--- src/design/spq_pkg.sv ---
// Shared types and constants of the sorted priority queue.
package spq_pkg;

  // Number of cells in the chain, and width of a stored priority
  localparam int unsigned DEPTH     = 8;
  localparam int unsigned PRIO_BITS = 8;

  // Port field widths
  localparam int unsigned DATA_W   = 32;
  localparam int unsigned PRIO_W   = 8;
  localparam int unsigned STATUS_W = 2;

  typedef logic [PRIO_BITS-1:0] prio_t;

  // Command codes on the cmd field
  localparam logic CMD_ENQ = 1'b0;
  localparam logic CMD_DEQ = 1'b1;

  // Result status codes
  typedef enum logic [STATUS_W-1:0] {
    ST_DONE  = 2'd0,
    ST_FULL  = 2'd1,
    ST_EMPTY = 2'd2
  } status_e;

  // One queue entry as held by a cell
  typedef struct packed {
    logic                     valid;
    logic signed [DATA_W-1:0] data;
    prio_t                    prio;
  } entry_t;

  // Per-cycle operation broadcast to every cell
  typedef struct packed {
    logic  enq;
    logic  deq;
    prio_t new_prio;
  } cell_ctrl_t;

endpackage

--- src/design/spq_if.sv ---
// Handshake channels for queue commands and queue results.
interface spq_in_if;
  import spq_pkg::*;

  logic                     valid;
  logic                     ready;
  logic                     cmd;
  logic signed [DATA_W-1:0] item_data;
  logic [PRIO_W-1:0]        item_priority;

  modport source (output valid, cmd, item_data, item_priority, input ready);
  modport sink   (input valid, cmd, item_data, item_priority, output ready);
endinterface

interface spq_out_if;
  import spq_pkg::*;

  logic                     valid;
  logic                     ready;
  logic [STATUS_W-1:0]      status;
  logic signed [DATA_W-1:0] out_data;
  logic [PRIO_W-1:0]        out_priority;

  modport source (output valid, status, out_data, out_priority, input ready);
  modport sink   (input valid, status, out_data, out_priority, output ready);
endinterface

--- src/design/spq_cell.sv ---
// One cell of the sorted chain: holds one entry and trades it with its neighbors.
module spq_cell (
  input  logic                clk_i,
  input  logic                rst_ni,
  input  spq_pkg::cell_ctrl_t ctrl_i,
  input  spq_pkg::entry_t     new_i,
  input  spq_pkg::entry_t     left_i,
  input  logic                left_keep_i,
  input  spq_pkg::entry_t     right_i,
  output spq_pkg::entry_t     entry_o,
  output logic                keep_o
);
  import spq_pkg::*;

  logic   valid_q, valid_d;
  entry_t entry_q, entry_d;

  // Entry stays put on insert when it ranks equal or above the newcomer
  assign keep_o = valid_q && (entry_q.prio >= ctrl_i.new_prio);

  // Next entry: hold, take the newcomer, shift right on insert, shift left on removal
  always_comb begin
    entry_d       = entry_q;
    entry_d.valid = valid_q;
    if (ctrl_i.enq) begin
      if (keep_o) begin
        entry_d.valid = valid_q;
      end else if (left_keep_i) begin
        entry_d = new_i;
      end else begin
        entry_d = left_i;
      end
    end else if (ctrl_i.deq) begin
      entry_d = right_i;
    end
    valid_d = entry_d.valid;
  end

  // Occupancy flag
  always_ff @(posedge clk_i or negedge rst_ni) begin
    if (!rst_ni) begin
      valid_q <= 1'b0;
    end else begin
      valid_q <= valid_d;
    end
  end

  // Payload
  always_ff @(posedge clk_i) begin
    entry_q <= entry_d;
  end

  always_comb begin
    entry_o       = entry_q;
    entry_o.valid = valid_q;
  end

endmodule

--- src/design/sorted_priority_queue_top.sv ---
// Sorted priority queue built as a shifting chain of cells.
// The queue holds up to DEPTH entries in a row of cells ordered by priority, highest at
// the head. Each command item (enqueue or dequeue) gives exactly one result item; one
// item is taken every clock cycle while no result waits, since every cell compares
// itself against the incoming priority and shifts with its neighbors in the same
// cycle, so an insert or a removal completes in one step. The result appears on the
// output channel in the cycle after the command is accepted and is held in an output
// register; a new command is taken while that register is empty or being drained.
// An enqueue lands behind all entries of equal or higher priority, so equal priorities
// leave in arrival order; an enqueue into a full queue is dropped with status full, a
// dequeue from an empty queue returns status empty with zero data and priority. Reset empties the queue at once.
module sorted_priority_queue_top (
  input logic     clk_i,
  input logic     rst_ni,
  spq_in_if.sink  req_i,
  spq_out_if.source rsp_o
);
  import spq_pkg::*;

  entry_t           cells [DEPTH];
  logic [DEPTH-1:0] keep;
  logic [DEPTH-1:0] occ;
  cell_ctrl_t       ctrl;
  entry_t           new_entry;

  logic accept, full, empty, do_enq, do_deq;

  logic                     out_valid_q, out_valid_d;
  logic [STATUS_W-1:0]      status_q, status_d;
  logic signed [DATA_W-1:0] data_q, data_d;
  logic [PRIO_W-1:0]        prio_q, prio_d;

  // Handshake and queue condition
  assign req_i.ready = !out_valid_q || rsp_o.ready;
  assign accept      = req_i.valid && req_i.ready;
  assign full        = occ[DEPTH-1];
  assign empty       = !occ[0];
  assign do_enq      = accept && (req_i.cmd == CMD_ENQ) && !full;
  assign do_deq      = accept && (req_i.cmd == CMD_DEQ) && !empty;

  // Broadcast to the chain
  always_comb begin
    ctrl.enq            = do_enq;
    ctrl.deq            = do_deq;
    ctrl.new_prio       = prio_t'(req_i.item_priority);
    new_entry.valid     = 1'b1;
    new_entry.data      = req_i.item_data;
    new_entry.prio      = prio_t'(req_i.item_priority);
  end

  // Cell chain
  for (genvar i = 0; i < DEPTH; i++) begin : g_cell
    entry_t left_e, right_e;
    logic   left_keep;

    if (i == 0) begin : g_head
      assign left_e    = '0;
      assign left_keep = 1'b1;
    end else begin : g_mid
      assign left_e    = cells[i-1];
      assign left_keep = keep[i-1];
    end

    if (i == DEPTH - 1) begin : g_tail
      assign right_e = '0;
    end else begin : g_body
      assign right_e = cells[i+1];
    end

    spq_cell u_cell (
      .clk_i      (clk_i),
      .rst_ni     (rst_ni),
      .ctrl_i     (ctrl),
      .new_i      (new_entry),
      .left_i     (left_e),
      .left_keep_i(left_keep),
      .right_i    (right_e),
      .entry_o    (cells[i]),
      .keep_o     (keep[i])
    );

    assign occ[i] = cells[i].valid;
  end

  // Result for the accepted item
  always_comb begin
    out_valid_d = out_valid_q;
    status_d    = status_q;
    data_d      = data_q;
    prio_d      = prio_q;
    if (rsp_o.ready) begin
      out_valid_d = 1'b0;
    end
    if (accept) begin
      out_valid_d = 1'b1;
      data_d      = '0;
      prio_d      = '0;
      if (req_i.cmd == CMD_ENQ) begin
        status_d = full ? ST_FULL : ST_DONE;
      end else if (empty) begin
        status_d = ST_EMPTY;
      end else begin
        status_d = ST_DONE;
        data_d   = cells[0].data;
        prio_d   = PRIO_W'(cells[0].prio);
      end
    end
  end

  always_ff @(posedge clk_i or negedge rst_ni) begin
    if (!rst_ni) begin
      out_valid_q <= 1'b0;
    end else begin
      out_valid_q <= out_valid_d;
    end
  end

  always_ff @(posedge clk_i) begin
    status_q <= status_d;
    data_q   <= data_d;
    prio_q   <= prio_d;
  end

  assign rsp_o.valid        = out_valid_q;
  assign rsp_o.status       = status_q;
  assign rsp_o.out_data     = data_q;
  assign rsp_o.out_priority = prio_q;

  // Chain order check: occupied cells ranked highest first
  logic sorted_ok;
  always_comb begin
    sorted_ok = 1'b1;
    for (int unsigned k = 0; k + 1 < DEPTH; k++) begin
      if (cells[k+1].valid && (cells[k].prio < cells[k+1].prio)) begin
        sorted_ok = 1'b0;
      end
    end
  end

  // Occupied cells form an unbroken run from the head
  a_occ_contig: assert property (@(posedge clk_i) disable iff (!rst_ni)
    (occ & (occ + DEPTH'(1))) == '0)
    else $error("queue occupancy has a gap");

  a_sorted: assert property (@(posedge clk_i) disable iff (!rst_ni) sorted_ok)
    else $error("queue entries out of priority order");

  // A dequeue on a non-empty queue returns the old head
  a_deq_head: assert property (@(posedge clk_i) disable iff (!rst_ni)
    do_deq |=> rsp_o.valid && (rsp_o.status == ST_DONE)
               && (rsp_o.out_data == $past(cells[0].data)))
    else $error("dequeue did not return the head entry");

  // A waiting result blocks new items
  a_stall: assert property (@(posedge clk_i) disable iff (!rst_ni)
    rsp_o.valid && !rsp_o.ready |-> !req_i.ready)
    else $error("item accepted while result waits");

endmodule
--- src/flat_wrapper.sv ---
// flat-port wrapper written by rule: the top's interface ports become plain ports
module sorted_priority_queue_top_flat import spq_pkg::*;
  (clk_i, rst_ni, req_i_valid, req_i_cmd, req_i_item_data, req_i_item_priority, req_i_ready, rsp_o_valid, rsp_o_status, rsp_o_out_data, rsp_o_out_priority, rsp_o_ready);
  spq_in_if req_i_i ();
  spq_out_if rsp_o_i ();
  input logic clk_i;
  input logic rst_ni;
  input wire logic [$bits(req_i_i.valid)-1:0] req_i_valid;
  input wire logic [$bits(req_i_i.cmd)-1:0] req_i_cmd;
  input wire logic [$bits(req_i_i.item_data)-1:0] req_i_item_data;
  input wire logic [$bits(req_i_i.item_priority)-1:0] req_i_item_priority;
  output wire logic [$bits(req_i_i.ready)-1:0] req_i_ready;
  output wire logic [$bits(rsp_o_i.valid)-1:0] rsp_o_valid;
  output wire logic [$bits(rsp_o_i.status)-1:0] rsp_o_status;
  output wire logic [$bits(rsp_o_i.out_data)-1:0] rsp_o_out_data;
  output wire logic [$bits(rsp_o_i.out_priority)-1:0] rsp_o_out_priority;
  input wire logic [$bits(rsp_o_i.ready)-1:0] rsp_o_ready;
  assign req_i_i.valid = req_i_valid;
  assign req_i_i.cmd = req_i_cmd;
  assign req_i_i.item_data = req_i_item_data;
  assign req_i_i.item_priority = req_i_item_priority;
  assign req_i_ready = req_i_i.ready;
  assign rsp_o_valid = rsp_o_i.valid;
  assign rsp_o_status = rsp_o_i.status;
  assign rsp_o_out_data = rsp_o_i.out_data;
  assign rsp_o_out_priority = rsp_o_i.out_priority;
  assign rsp_o_i.ready = rsp_o_ready;
  sorted_priority_queue_top u_core (.clk_i(clk_i), .rst_ni(rst_ni), .req_i(req_i_i), .rsp_o(rsp_o_i));
endmodule
--- config.mk ---
export PLATFORM = sky130hd
export DESIGN_NAME = sorted_priority_queue_top_flat
export DESIGN_NICKNAME = d
export VERILOG_FILES = /design/src/design/spq_pkg.sv /design/src/design/spq_if.sv /design/src/design/spq_cell.sv /design/src/design/sorted_priority_queue_top.sv /design/src/flat_wrapper.sv
export SDC_FILE = /design/constraint.sdc
export NUM_CORES = 1
export LEC_CHECK = 0
export ABC_AREA = 1
export BUFFER_PORTS_ARGS = -buffer_cell sky130_fd_sc_hd__buf_2
export CAP_MARGIN = 5
export CELL_PAD_IN_SITES_DETAIL_PLACEMENT = 1
export CELL_PAD_IN_SITES_GLOBAL_PLACEMENT = 1
export CORE_MARGIN = 3
export CORE_UTILIZATION = 47
export CTS_CLUSTER_SIZE = 8
export DETAILED_ROUTE_END_ITERATION = 10
export HOLD_SLACK_MARGIN = 0.05
export PLACE_DENSITY_LB_ADDON = 0.1
export SKIP_LAST_GASP = 1
export SYNTH_ARGS = -nofsm -noshare
export SYNTH_HDL_FRONTEND = slang
export SYNTH_SLANG_ARGS = --single-unit
--- constraint.sdc ---
create_clock -name clk_i -period 3.6 [get_ports clk_i]
set_input_delay 0.54 -clock clk_i [delete_from_list [all_inputs] [get_ports clk_i]]
set_output_delay 0.54 -clock clk_i [all_outputs]
set_load 0.1 [all_outputs]
==> metrics.md <==
| Metric | Value |
|---|---|
| Number of diodes | 0 |
| Multi-input gate area | 7050 µm² |
| Highest net fanout along the worst path | 38 |
| I/O pin total | 89 |
| Fmax | 0.372 GHz |
| Horiz. Die Dim | 210 µm |
| WS Path Type | flip-flop to flip-flop |
| Most numerous cell in the Yosys netlist | nand2_1 |
| Fillers | 4,986 |
| Final core occ | 54.2% |
| Clock power share | 47.2% |
| Tmin final | 2.68 ns |
| Sw frac | 22.2% |
| Post-route cell area | 22,200 µm² |
| Syn-to-layout area delta | 13.3% |
| Top FF cell, synth | edfxtp_1 |
| Dominant cell type by area after synthesis | edfxtp_1 |
| CTS tree | yes |
| Starting Density | 47.8% |
| Least-Margin Pin Slew | 0.898 ns |
| Clock sink count | 371 |
| Crit. Startpoint | u_core.g_cell[7].u_cell.valid_q |
| DPL Wire Length | 38.7 mm |
| Clk pin slew, worst setup/hold paths | 0.06 ns |
| DRT antenna net count | 0 |
| Main combinational cell family by area after synthesis | simple AND/OR/NAND/NOR gates |
| Final worst slack | 0.915 ns |
| Post-synth cell types | 26 |
| Post-Syn Area | 19,600 µm² |
| Final wirelength | 62.6 mm |
| Overflow left after global routing | 0 |
| Startpoint types | flip-flop |
| Worst EP arrival | 3.13 ns |
| DIE AREA | 44,200 µm² |
| Largest net degree at the start of global routing | 147 |
| Simple-gate portion of the synthesized area | 29.3% |
| Net count after synthesis | 2,531 |
| Final period utilization | 74.6% |
| Post-synthesis compound-gate area fraction | 2.79% |
| Hold_sp | req_i_valid |
| #FFs+latches synth | 371 |
| Internal power | 7440 µW |
| PortBufs | 88 |
| Crit end category | flip-flop |
| XOR/XNOR share of the synthesized area | 0% |
| Post-synthesis sequential area ratio | 56.5% |
| Outcome | finished clean |
| Post_cts resized | 0 |
| Final setup vio count | 0 |
| Flop pwr share | 49.2% |
| Placed instance area | 20,800 µm² |
| Leakage | 0.0117 µW |
| Async S/R FF share, synth | 2.43% |
| Final setup TNS | 0 ns |
| Final net count | 2,620 |
| Commonest cells in the netlist | nand2_1 (1,356), edfxtp_1 (362), inv_1 (279) |
| Post-CTS Setup Inserts | 0 |
| Mux cell area share after synthesis | 0% |
| CTS root buf | clkbuf_16 |
| Final hold violation count | 0 |
| Adder-cell share of the synthesized area | 3.57% |
| Share of layout cells above drive strength 1 | 8.54% |
| Logic pwr share | 3.5% |
| Post-synth EDFFs | 362 |
| RSZ-0062 raised after global routing | no |
| Num CTS Buffers | 52 |
| Later-pin clock latency in the skew report | 0.59 ns |
| Syn. warnings | 0 |
| Gpl congestion | 0.818 |
| Seq. cell area | 11,100 µm² |
| NetSw | 2120 µW |
| Syn_area_per_cell | 8.07 µm² |
| Synthesized netlist cell count | 2,430 |
| H-tree depth | 2 |
| MaxCap Viol Count | 0 |
| Tot GR Track Use | 28.6% |
| Cell Pwr Density | 430 nW/µm² |
| Slew Viols, Final | 0 |
| CTS Buffer Depth | 3 |
| CP Data Required Time | 4.05 ns |
| Vias in the first global route | 17,200 |
| Die Ht | 210 µm |
| Routed vias | 16,300 |
| Pre-antenna DRT Iters | 5 |
| Initial antenna violation count | 0 |
| Core Area | 41,000 µm² |
| Pre-CTS WS | 0.574 ns |
| Layout Skew | 0.0286 ns |
| Drt initial violations | 1,065 |
| Hold crit path type | input port to flip-flop |
| Drt wl/cell | 20.4 µm |
| Relative slew slack | 40.1% |
| Top-area cell type share of the netlist area | 55.4% |
| Worst reg2reg path startpoint | u_core.g_cell[7].u_cell.valid_q |
| Synth area leaders | edfxtp_1 (55%), nand2_1 (26%), inv_1 (5.3%) |
| Row cnt | 74 |
| First-pass GRT wire length | 97.9 mm |
| DRC viols | 0 |
| Max IR drop VDD | 0.000311 V |
| Fin Hold WS | 0.191 ns |
| Via/cell ratio | 5.29 |
## stage by stage
step,cells,total power [µW]
after floorplan,2430,5020
after global placement,2996,5110
after detailed placement,2996,5130
after CTS,3074,9640
after global routing,3074,9840
final,3074,9560
## routing by layer
metal	global-route usage, %	part of all wire (%)
met5	0	0
met4	9.39	2.9
met2	48.7	47
met3	3.53	5.9
met1	38.5	44
## placed cells by master, fill, tap and decap left out, types with 3 or more instances in the layout
cell type	count
inv_1	279
nand3_1	15
o21ai_0	42
buf_2	88
buf_12	10
nand2_1	1338
o21ai_1	40
o21a_1	5
a21oi_1	14
nand2_4	3
dfrtp_1	9
nand2_2	19
ha_1	56
edfxtp_1	362
clkbuf_16	53
buf_4	38
clkbuf_1	22
nor2_1	137
## cells by family (layout without fill, tap and decap cells)
kind of cell,count (synthesis),in the layout
adder cells (fa/ha/maj),56,56
flip-flops,371,371
buffers and inverters,383,495
AO/OA/AOI/OAI,104,104
AND/OR/NAND/NOR,1516,1516
## state kept, by name, indices dropped and copies added (netlist names)
signal and cells:
u_core.rsp_o.valid 1, u_core.rsp_o.out_data 32, u_core.g_cell.u_cell.valid_q 8, u_core.rsp_o.status 2
u_core.rsp_o.out_priority 8, u_core.g_cell.u_cell.entry_o 320
## critical path, cell delays in order (launching register included)
cell	delay, ns
dfrtp_1	0.36
inv_1	0.25
nand3_4	0.39
inv_4	0.42
buf_4	0.47
nand2_1	0.32
nand2_1	0.17
nand2_1	0.06
nand2_1	0.06
## power groups by stage
stage               Combinational (µW)  Sequential (µW)  Clock [µW]
finish                             338             4710        4510
global route                       360             4700        4770
CTS                                338             4700        4600
detailed placement                 335             4790           0
global placement                   325             4790           0
floorplan                         86.3             4930           0
## final timing paths
check | end | slack, ns | cells after the start
min | u_core.rsp_o.valid | 0.19 | 3
max | u_core.g_cell[1].u_cell.entry_o[15] | 0.92 | 8
max in group asynchronous | u_core.g_cell[3].u_cell.valid_q | 2.97 | 2
max reg2reg | u_core.g_cell[1].u_cell.entry_o[15] | 0.92 | 8
min in group asynchronous | u_core.g_cell[0].u_cell.valid_q | 0.38 | 2
min reg2reg | u_core.g_cell[6].u_cell.entry_o[2] | 0.51 | 2
## area by class of cell
cell class,instances,area share [%]
Sequential cell,371,49.9
Multi-Input combinational cell,1676,31.7
Clock buffer,75,6.33
Inverter,281,4.75
Timing Repair Buffer,137,4.21
Tap cell,532,2.99
Clock inverter,2,0.124
## repair_timing
item,in CTS,in global routing
hold endpoints to repair,9,0
setup endpoints to repair,0,0
hold buffers,1,0
No activity file was read; power rests on OpenSTA's default activity.
